==> src/sv/dbspwm_pkg.sv <==
// shared types, constants and helpers for the deadband speed to pwm compare block
// no dependencies; imported by every module of the block
`default_nettype none

package dbspwm_pkg;

    // block sizing
    localparam int MOTORS       = 4;
    localparam int COMPARE_BITS = 16;
    localparam int MOTOR_W      = 2;
    localparam int COUNT_W      = 3;
    localparam int CMP_W        = 16;
    localparam int TABLE_W      = 64;
    localparam int CFG_IDX_W    = 3;
    localparam int NUM_W        = 32;
    localparam int DEN_W        = 15;
    localparam int QUOT_W       = 16;

    localparam logic [CMP_W-1:0] CMP_MASK = CMP_W'((33'd1 << COMPARE_BITS) - 33'd1);

    // configuration register indexes
    localparam logic [CFG_IDX_W-1:0] CFG_PERIOD   = 3'd0;
    localparam logic [CFG_IDX_W-1:0] CFG_COUNT    = 3'd1;
    localparam logic [CFG_IDX_W-1:0] CFG_DB_LOW   = 3'd2;
    localparam logic [CFG_IDX_W-1:0] CFG_NEUTRAL  = 3'd3;
    localparam logic [CFG_IDX_W-1:0] CFG_DB_HIGH  = 3'd4;
    localparam logic [CFG_IDX_W-1:0] CFG_REVERSED = 3'd5;

    // command codes
    typedef enum logic [1:0] {
        ACT_SET_SPEED = 2'd0,
        ACT_STOP      = 2'd1,
        ACT_POWER_ON  = 2'd2,
        ACT_POWER_OFF = 2'd3
    } t_action;

    // result status codes
    typedef enum logic [1:0] {
        ST_OK        = 2'd0,
        ST_NOT_READY = 2'd1,
        ST_BAD_MOTOR = 2'd2
    } t_status;

    // sequencer states
    typedef enum logic [2:0] {
        S_IDLE,
        S_DECODE,
        S_PREP,
        S_MUL,
        S_DSTART,
        S_DIV,
        S_POWER
    } t_state;

    // configuration register file contents
    typedef struct packed {
        logic [CMP_W-1:0]   period;
        logic [COUNT_W-1:0] count;
        logic [TABLE_W-1:0] db_low;
        logic [TABLE_W-1:0] neutral;
        logic [TABLE_W-1:0] db_high;
        logic [MOTORS-1:0]  reversed;
    } t_cfg;

    // divider handshake
    typedef struct packed {
        logic             start;
        logic [NUM_W-1:0] num;
        logic [DEN_W-1:0] den;
    } t_div_req;

    typedef struct packed {
        logic              done;
        logic [QUOT_W-1:0] quot;
    } t_div_rsp;

    // one 16-bit entry of a per-motor table
    function automatic logic [CMP_W-1:0] table_entry(input logic [TABLE_W-1:0] tbl,
                                                     input logic [MOTOR_W-1:0] m);
        return tbl[m*CMP_W +: CMP_W];
    endfunction

endpackage

`default_nettype wire

==> src/sv/dbspwm_cfg.sv <==
// configuration register file with reset values
// depends on dbspwm_pkg
`default_nettype none

module dbspwm_cfg
    import dbspwm_pkg::*;
(
    input  wire logic                 i_clk,
    input  wire logic                 i_rst_n,
    input  wire logic                 i_cfg_we,
    input  wire logic [CFG_IDX_W-1:0] i_cfg_idx,
    input  wire logic [TABLE_W-1:0]   i_cfg_data,
    output t_cfg                      o_cfg
);

    t_cfg r_cfg;

    // register writes, indexes beyond the list are dropped
    always_ff @(posedge i_clk) begin
        if (!i_rst_n) begin
            r_cfg.period   <= CMP_W'(1000);
            r_cfg.count    <= COUNT_W'(4);
            r_cfg.db_low   <= '0;
            r_cfg.neutral  <= '0;
            r_cfg.db_high  <= '0;
            r_cfg.reversed <= '0;
        end else if (i_cfg_we) begin
            case (i_cfg_idx)
                CFG_PERIOD:   r_cfg.period   <= i_cfg_data[CMP_W-1:0];
                CFG_COUNT:    r_cfg.count    <= i_cfg_data[COUNT_W-1:0];
                CFG_DB_LOW:   r_cfg.db_low   <= i_cfg_data;
                CFG_NEUTRAL:  r_cfg.neutral  <= i_cfg_data;
                CFG_DB_HIGH:  r_cfg.db_high  <= i_cfg_data;
                CFG_REVERSED: r_cfg.reversed <= i_cfg_data[MOTORS-1:0];
                default: begin
                end
            endcase
        end
    end

    assign o_cfg = r_cfg;

endmodule

`default_nettype wire

==> src/sv/dbspwm_div.sv <==
// radix-2 restoring divider, one quotient bit per cycle
// depends on dbspwm_pkg; quotient must fit QUOT_W bits (high half of num below den)
`default_nettype none

module dbspwm_div
    import dbspwm_pkg::*;
(
    input  wire logic     i_clk,
    input  wire logic     i_rst_n,
    input  wire t_div_req i_req,
    output t_div_rsp      o_rsp
);

    localparam int CNT_W = $clog2(QUOT_W);
    localparam int REM_W = NUM_W - QUOT_W;

    logic             r_busy, n_busy;
    logic             r_done, n_done;
    logic [CNT_W-1:0] r_cnt, n_cnt;
    logic [REM_W-1:0] r_rem, n_rem;
    logic [QUOT_W-1:0] r_q, n_q;
    logic [DEN_W-1:0] r_den, n_den;
    logic [REM_W:0]   w_trial;

    // one shift and conditional subtract per cycle
    always_comb begin
        n_busy  = r_busy;
        n_done  = 1'b0;
        n_cnt   = r_cnt;
        n_rem   = r_rem;
        n_q     = r_q;
        n_den   = r_den;
        w_trial = {r_rem, r_q[QUOT_W-1]};
        if (i_req.start) begin
            n_busy = 1'b1;
            n_cnt  = '0;
            n_rem  = i_req.num[NUM_W-1:QUOT_W];
            n_q    = i_req.num[QUOT_W-1:0];
            n_den  = i_req.den;
        end else if (r_busy) begin
            if (w_trial >= (REM_W+1)'(r_den)) begin
                n_rem = REM_W'(w_trial - (REM_W+1)'(r_den));
                n_q   = {r_q[QUOT_W-2:0], 1'b1};
            end else begin
                n_rem = w_trial[REM_W-1:0];
                n_q   = {r_q[QUOT_W-2:0], 1'b0};
            end
            n_cnt = r_cnt + CNT_W'(1);
            if (r_cnt == CNT_W'(QUOT_W - 1)) begin
                n_busy = 1'b0;
                n_done = 1'b1;
            end
        end
    end

    // control
    always_ff @(posedge i_clk) begin
        if (!i_rst_n) begin
            r_busy <= 1'b0;
            r_done <= 1'b0;
        end else begin
            r_busy <= n_busy;
            r_done <= n_done;
        end
    end

    // datapath
    always_ff @(posedge i_clk) begin
        r_cnt <= n_cnt;
        r_rem <= n_rem;
        r_q   <= n_q;
        r_den <= n_den;
    end

    assign o_rsp.done = r_done;
    assign o_rsp.quot = r_q;

endmodule

`default_nettype wire

==> src/sv/deadband_speed_to_pwm_compare_top.sv <==
// motor command sequencer: speed to pwm compare with deadband, power sequencing
// depends on dbspwm_pkg, dbspwm_cfg, dbspwm_div
`default_nettype none

// A command is taken when start is high and busy is low; busy drops in the cycle
// that shows the command's last result. Each result is shown for one cycle with
// o_strobe high and cannot be held off. Stop, refused and invalid-motor commands
// show their result from the decode state, and a set-speed that clamps to zero
// from the clamp state. A set-speed with nonzero clamped speed steps through
// decode, clamp, multiply, a divider load, then the shared serial divider, one
// quotient bit per cycle, and the result. A power command emits one result per
// motor in use on successive cycles, or one empty result when none is in use.
module deadband_speed_to_pwm_compare_top
    import dbspwm_pkg::*;
(
    input  wire logic                 i_clk,
    input  wire logic                 i_rst_n,
    input  wire logic                 i_cfg_we,
    input  wire logic [CFG_IDX_W-1:0] i_cfg_idx,
    input  wire logic [TABLE_W-1:0]   i_cfg_data,
    input  wire logic                 start,
    output logic                      busy,
    input  wire logic [1:0]           i_action,
    input  wire logic [MOTOR_W-1:0]   i_motor,
    input  wire logic signed [15:0]   i_speed,
    output logic                      o_strobe,
    output logic [MOTOR_W-1:0]        o_motor_out,
    output logic [CMP_W-1:0]          o_compare,
    output logic                      o_write_valid,
    output logic                      o_power_on,
    output logic [1:0]                o_status,
    output logic                      o_last
);

    t_cfg     w_cfg;
    t_div_req w_req;
    t_div_rsp w_rsp;

    t_state r_state, n_state;

    // command capture
    t_action           r_action, n_action;
    logic [MOTOR_W-1:0] r_motor, n_motor;
    logic [15:0]       r_speed, n_speed;

    // speed datapath
    logic [DEN_W-1:0]  r_mag, n_mag;
    logic              r_neg, n_neg;
    logic [CMP_W-1:0]  r_span, n_span;
    logic [CMP_W-1:0]  r_base, n_base;
    logic [DEN_W-1:0]  r_full, n_full;
    logic [NUM_W-1:0]  r_num, n_num;

    // power sequencing
    logic              r_power, n_power;
    logic [MOTOR_W-1:0] r_idx, n_idx;

    // result registers
    logic              r_strobe, n_strobe;
    logic [MOTOR_W-1:0] r_mout, n_mout;
    logic [CMP_W-1:0]  r_cmp, n_cmp;
    logic              r_wv, n_wv;
    logic              r_pout, n_pout;
    t_status           r_status, n_status;
    logic              r_last, n_last;

    // derived values
    logic [COUNT_W-1:0] w_used;
    logic               w_bad_motor;
    logic               w_new_power;
    logic               w_idx_last;
    logic [15:0]        w_abs;
    logic [DEN_W-1:0]   w_cmax;
    logic [DEN_W-1:0]   w_mag;
    logic               w_neg;
    logic [CMP_W-1:0]   w_high;
    logic [CMP_W-1:0]   w_low;
    logic [NUM_W-1:0]   w_prod;

    dbspwm_cfg u_cfg (
        .i_clk      (i_clk),
        .i_rst_n    (i_rst_n),
        .i_cfg_we   (i_cfg_we),
        .i_cfg_idx  (i_cfg_idx),
        .i_cfg_data (i_cfg_data),
        .o_cfg      (w_cfg)
    );

    dbspwm_div u_div (
        .i_clk   (i_clk),
        .i_rst_n (i_rst_n),
        .i_req   (w_req),
        .o_rsp   (w_rsp)
    );

    // motor count saturated to the motors the block has
    assign w_used = (w_cfg.count > COUNT_W'(MOTORS)) ? COUNT_W'(MOTORS) : w_cfg.count;
    assign w_bad_motor = (COUNT_W'(r_motor) >= w_used);
    assign w_new_power = (r_action == ACT_POWER_ON);
    assign w_idx_last  = (COUNT_W'(r_idx) + COUNT_W'(1) == w_used);

    // clamp to half period, reversal flips the sign
    assign w_abs  = r_speed[15] ? 16'(~r_speed + 16'd1) : r_speed;
    assign w_cmax = w_cfg.period[CMP_W-1:1];
    assign w_mag  = (w_abs > 16'(w_cmax)) ? w_cmax : w_abs[DEN_W-1:0];
    assign w_neg  = r_speed[15] ^ w_cfg.reversed[r_motor];
    assign w_high = table_entry(w_cfg.db_high, r_motor);
    assign w_low  = table_entry(w_cfg.db_low, r_motor);

    // magnitude times span, rounded up by adding full scale minus one
    assign w_prod = NUM_W'(r_mag) * NUM_W'(r_span);

    assign w_req.start = (r_state == S_DSTART);
    assign w_req.num   = r_num;
    assign w_req.den   = r_full;

    // next state
    always_comb begin
        n_state = r_state;
        case (r_state)
            S_IDLE: begin
                if (start) n_state = S_DECODE;
            end
            S_DECODE: begin
                if (r_action == ACT_POWER_ON || r_action == ACT_POWER_OFF) begin
                    n_state = (w_used == '0) ? S_IDLE : S_POWER;
                end else if (w_bad_motor || r_action == ACT_STOP || !r_power) begin
                    n_state = S_IDLE;
                end else begin
                    n_state = S_PREP;
                end
            end
            S_PREP: begin
                n_state = (w_mag == '0) ? S_IDLE : S_MUL;
            end
            S_MUL:    n_state = S_DSTART;
            S_DSTART: n_state = S_DIV;
            S_DIV: begin
                if (w_rsp.done) n_state = S_IDLE;
            end
            S_POWER: begin
                if (w_idx_last) n_state = S_IDLE;
            end
            default: n_state = S_IDLE;
        endcase
    end

    // datapath and result values
    always_comb begin
        n_action = r_action;
        n_motor  = r_motor;
        n_speed  = r_speed;
        n_mag    = r_mag;
        n_neg    = r_neg;
        n_span   = r_span;
        n_base   = r_base;
        n_full   = r_full;
        n_num    = r_num;
        n_power  = r_power;
        n_idx    = r_idx;
        n_strobe = 1'b0;
        n_mout   = r_mout;
        n_cmp    = r_cmp;
        n_wv     = r_wv;
        n_pout   = r_pout;
        n_status = r_status;
        n_last   = r_last;
        case (r_state)
            S_IDLE: begin
                if (start) begin
                    n_action = t_action'(i_action);
                    n_motor  = i_motor;
                    n_speed  = i_speed;
                end
            end
            S_DECODE: begin
                n_idx  = '0;
                n_mout = r_motor;
                n_pout = r_power;
                n_last = 1'b1;
                if (r_action == ACT_POWER_ON || r_action == ACT_POWER_OFF) begin
                    // no motors in use: one empty result that takes the new level
                    if (w_used == '0) begin
                        n_strobe = 1'b1;
                        n_mout   = '0;
                        n_cmp    = '0;
                        n_wv     = 1'b0;
                        n_status = ST_OK;
                        n_pout   = w_new_power;
                        n_power  = w_new_power;
                    end
                end else if (w_bad_motor) begin
                    n_strobe = 1'b1;
                    n_cmp    = '0;
                    n_wv     = 1'b0;
                    n_status = ST_BAD_MOTOR;
                end else if (r_action == ACT_STOP) begin
                    n_strobe = 1'b1;
                    n_cmp    = table_entry(w_cfg.neutral, r_motor) & CMP_MASK;
                    n_wv     = 1'b1;
                    n_status = ST_OK;
                end else if (!r_power) begin
                    n_strobe = 1'b1;
                    n_cmp    = '0;
                    n_wv     = 1'b0;
                    n_status = ST_NOT_READY;
                end
            end
            S_PREP: begin
                n_mag    = w_mag;
                n_neg    = w_neg;
                n_full   = w_cmax;
                n_wv     = 1'b1;
                n_status = ST_OK;
                if (w_neg) begin
                    n_base = w_low;
                    n_span = w_low;
                end else begin
                    n_base = w_high;
                    n_span = (w_cfg.period > w_high) ? CMP_W'(w_cfg.period - w_high) : '0;
                end
                // zero clamped speed goes straight to neutral
                if (w_mag == '0) begin
                    n_strobe = 1'b1;
                    n_cmp    = table_entry(w_cfg.neutral, r_motor) & CMP_MASK;
                end
            end
            S_MUL: begin
                n_num = w_prod + NUM_W'(r_full) - NUM_W'(1);
            end
            S_DSTART: begin
            end
            S_DIV: begin
                if (w_rsp.done) begin
                    n_strobe = 1'b1;
                    n_cmp    = (r_neg ? CMP_W'(r_base - w_rsp.quot)
                                      : CMP_W'(r_base + w_rsp.quot)) & CMP_MASK;
                end
            end
            S_POWER: begin
                // neutral to each motor in order, flag changes with the last one
                n_strobe = 1'b1;
                n_mout   = r_idx;
                n_cmp    = table_entry(w_cfg.neutral, r_idx) & CMP_MASK;
                n_wv     = 1'b1;
                n_status = ST_OK;
                n_last   = w_idx_last;
                n_pout   = w_idx_last ? w_new_power : r_power;
                n_idx    = r_idx + MOTOR_W'(1);
                if (w_idx_last) n_power = w_new_power;
            end
            default: begin
            end
        endcase
    end

    // control state
    always_ff @(posedge i_clk) begin
        if (!i_rst_n) begin
            r_state  <= S_IDLE;
            r_power  <= 1'b0;
            r_strobe <= 1'b0;
        end else begin
            r_state  <= n_state;
            r_power  <= n_power;
            r_strobe <= n_strobe;
        end
    end

    // payload
    always_ff @(posedge i_clk) begin
        r_action <= n_action;
        r_motor  <= n_motor;
        r_speed  <= n_speed;
        r_mag    <= n_mag;
        r_neg    <= n_neg;
        r_span   <= n_span;
        r_base   <= n_base;
        r_full   <= n_full;
        r_num    <= n_num;
        r_idx    <= n_idx;
        r_mout   <= n_mout;
        r_cmp    <= n_cmp;
        r_wv     <= n_wv;
        r_pout   <= n_pout;
        r_status <= n_status;
        r_last   <= n_last;
    end

    assign busy          = (r_state != S_IDLE);
    assign o_strobe      = r_strobe;
    assign o_motor_out   = r_mout;
    assign o_compare     = r_cmp;
    assign o_write_valid = r_wv;
    assign o_power_on    = r_pout;
    assign o_status      = r_status;
    assign o_last        = r_last;

endmodule

`default_nettype wire
==> config.mk <==
export PLATFORM = sky130hd
export DESIGN_NAME = deadband_speed_to_pwm_compare_top
export DESIGN_NICKNAME = d
export VERILOG_FILES = /design/src/sv/dbspwm_pkg.sv /design/src/sv/dbspwm_cfg.sv /design/src/sv/dbspwm_div.sv /design/src/sv/deadband_speed_to_pwm_compare_top.sv
export SDC_FILE = /design/constraint.sdc
export NUM_CORES = 2
export LEC_CHECK = 0
export BUFFER_PORTS_ARGS = -buffer_cell sky130_fd_sc_hd__buf_2
export CORE_UTILIZATION = 68
export DETAILED_ROUTE_END_ITERATION = 8
export GPL_TIMING_DRIVEN = 0
export PLACE_DENSITY = 0.87
export SLEW_MARGIN = 25
export SYNTH_ARGS = -nofsm -noshare
export SYNTH_HDL_FRONTEND = slang
export SYNTH_SLANG_ARGS = --single-unit
==> constraint.sdc <==
create_clock -name i_clk -period 9.55 [get_ports i_clk]
set_input_delay 0.955 -clock i_clk [delete_from_list [all_inputs] [get_ports i_clk]]
set_output_delay 0.955 -clock i_clk [all_outputs]
set_load 0.1 [all_outputs]
==> out/qor.csv <==
metric,value,unit
Post-route DRC,0,
"Arr. time, crit path",7670,ps
DRT Wirelength,88.53,mm
largest net degree at the start of global routing,30,
"Clk Latency, worst-skew pair",590,ps
die area,43550,µm²
most used routing layer,met2,
CTS H-Tree Depth,2,
"delay-heaviest family, CP",adder cells,
Peak supply drop,406.3,µV
Sw Share,42.18,%
CTS tree,done,
met2 Use GR,66.20,%
max-cap viol count,0,
first-pass GRT wire length,133.6,mm
Synth Register Bits,413,
ys async rst share,0,%
vias in the first global route,23670,
met3 usage,8.176,%
PortBufs,114,
predominant post-synthesis flop cell,dfxtp_1,
Syn Nets,3528,
Mapped Cells,3051,
yosys warns,0,
"Cell Count, Final, Fillers Out",3789,
period utilization,76.31,%
Clock transition at path regs,60,ps
Post-Synthesis Cell Area,29050,µm²
NetSw,3626,µW
total chip power,8596,µW
root buffer cell,clkbuf_16,
CP max stage delay,820,ps
final slew viol count,0,
Buffers & Inverters on Critical Path,4,
Slew Limit Headroom,28.67,%
Post-synth EDFFs,187,
initial antenna violation count,0,
worst slew pin tran,1062,ps
pre-CTS WS,2397,ps
Initial DRC Count,2637,
worst path cell trace,clkbuf_1 -> nand2_1 -> fa_1 -> inv_1 -> fa_1 -> fa_1 -> fa_1 -> fa_1 -> inv_1 -> fa_1 -> inv_1 -> ha_1 -> o21ai_0 -> nand2b_1 -> a21oi_1 -> a21oi_1 -> a21oi_1 -> o41ai_1 -> a211oi_1 -> o21ai_0 -> xor2_1,
wire per inst,23.36,µm
"most used cell, CP",fa_1,
Max clock buf depth,3,
Leak,0.01337,µW
Die H,208.7,µm
"Seq/Total Area, Yosys",34.91,%
post-CTS sizing,0,
DR vias/cell,6.222,
Setup Skew,33.22,ps
Hold Crit Class,flop to flop,
Num CTS Buffers,44,
worst setup margin,2262,ps
clock network fraction of total power,19.8,%
Sink Count,413,
Worst Path Max Fanout,10,
CP Launch Type,flop,
Initial DRT Pass Iterations,6,
Overflow after GRT,0,
GPL Wtd Cong,1.017,
Final Hold Vio Count,0,
GRT Overall Usage,41.20,%
post-DP HPWL,70.31,mm
Internal,4970,µW
area of the core,42040,µm²
critical path's slowest cell,o41ai_1,
post-layout minimum cycle time,7288,ps
IO Pins,116,
nets,3692,
Seq pwr share,25.9,%
outcome,completed,
buffer count from post-CTS setup fixing,0,
Post-DRT Antenna Nets,0,
met1 Usage GRT,49.16,%
syn avg cell area,9.521,µm²
Gate power share,54.3,%
"Hold-fix buffers, CTS",0,
Placed Cells,3708,
Power Density,270.1,nW/µm²
WP data required,9930,ps
Highest Clock Rate,137.2,MHz
WS Path Type,flop to flop,
layout cells sized above 1,8.403,%
area grow syn2layout,9.571,%
Die Wd,208.7,µm
setup repair after global routing missed its margin,false,
Initial Util,69.10,%
CP endpoint kind,flop,
Rows,75,
Vias,23580,
Final Setup Violations,0,
final setup TNS,0,ps
Unique masters post-synth,67,
synthesized netlist by cell type, drive strengths merged, types with 24 or more instances:
master,instances,area share [%]
inv,376,4.9
nand2,674,8.7
ha,176,7.6
a21boi,205,5.3
nor2b,43,0.93
nor2,105,1.4
clkbuf,133,1.7
dfxtp,226,16
xnor2,68,2.1
a21oi,94,1.6
fa,210,14
mux4,65,5.0
o21ai,70,1.2
edfxtp,187,19
nor3,24,0.43
and2,90,1.9
a21o,49,1.3
cell usage in the layout, fill, tap and decap left out, types with 15 or more instances in the layout:
cell       synthesis  layout
a21o_1            49      49
nor3_1            23      23
clkbuf_1         133     144
xnor2_1           68      68
nor2b_1           43      43
ha_1             176     176
nor2_1           105     103
nand2_1          673     673
o21a_1            15      15
edfxtp_1         187     187
dfxtp_1          226     226
clkbuf_16          0      46
o21ai_0           68      68
fa_1             210     210
xor2_1            23      23
a21boi_0         203     203
buf_2              4     118
nand2b_1          18      17
nand4_1           15      15
and2_1            90      90
inv_1            376     376
mux4_2            65      65
mux2i_1           17      17
a21oi_1           94      94
per-layer routing:
layer / vias up / wire length [µm]
li1: 10420 / -
met1: 11360 / 31370
met2: 1389 / 41250
met3: 402 / 8103
met4: 0 / 7803
met5: - / 0
power groups by stage:
stage | sequential (µW) | combinational (µW) | clock [µW]
2_1_floorplan | 2300 | 3180 | 0
3_3_place_gp | 2260 | 4380 | 0
3_5_place_dp | 2260 | 4550 | 0
4_1_cts | 2230 | 4600 | 1700
5_1_grt | 2230 | 5070 | 1770
6_report | 2230 | 4670 | 1700
worst paths after layout:
kind | startpoint | end | slack (ps) | cells past startpoint
worst max-delay path | r_span[5] | r_num[28] | 2260 | 21
worst min register to register | u_cfg.o_cfg[158] | u_cfg.o_cfg[158] | 460 | 2
worst max register to register | r_span[5] | r_num[28] | 2260 | 21
worst min-delay path | u_cfg.o_cfg[158] | u_cfg.o_cfg[158] | 460 | 2
registers in the layout (all words and copies together) (netlist names), 2 cells and up:
| signal | flops |
|---|---|
| r_motor | 2 |
| u_div.r_rem | 16 |
| r_state | 3 |
| r_mag | 15 |
| o_motor_out | 2 |
| r_idx | 2 |
| u_div.r_den | 15 |
| o_compare | 16 |
| r_span | 16 |
| r_action | 2 |
| u_div.r_cnt | 4 |
| r_base | 16 |
| r_num | 32 |
| u_cfg.o_cfg | 215 |
| u_div.r_q | 16 |
| o_status | 2 |
| r_full | 15 |
| r_speed | 16 |
area by class of cell:
class	instances	area (µm²)
multi-input cells	2119	16980
diodes	1	2.502
well taps	539	674.4
repair buffers	118	658.1
inverters	376	1411
clock inverters	21	214.0
flip-flops and latches	413	10140
fillers	3011	10210
plain buffers	143	544.3
clock buffers	59	1210
metrics by stage:
step | hold slack [ps] | instance area, µm² | utilization, %
after floorplan | 426.4 | 29050 | -
after global placement | 446.9 | 30290 | 72.06
after detailed placement | 455.7 | 30400 | 72.32
after CTS | 463.9 | 31830 | 75.70
after global routing | 479.8 | 31830 | 75.71
final | 462.4 | 31830 | 75.71
cell families (layout without fill, tap and decap cells):
group           after synthesis  in the layout  synth area share (%)
compound gates              528            528                 12.44
xor+xnor                     91             91                 2.744
fa+ha+maj                   386            386                 22.05
buf+inv                     519            717                 6.724
flops                       413            413                 34.91
mux                          83             83                 5.664
other cells                   0              1                     0
simple gates               1031           1031                 15.47
tightest hold or removal path: cells and delay by family (launching register included):
family             cells  cell delay [ps]
DFF                    1              310
AOI/OAI and AO/OA      1               60
and+or+nand+nor        1               40
Power figures use the tool's default switching activity.
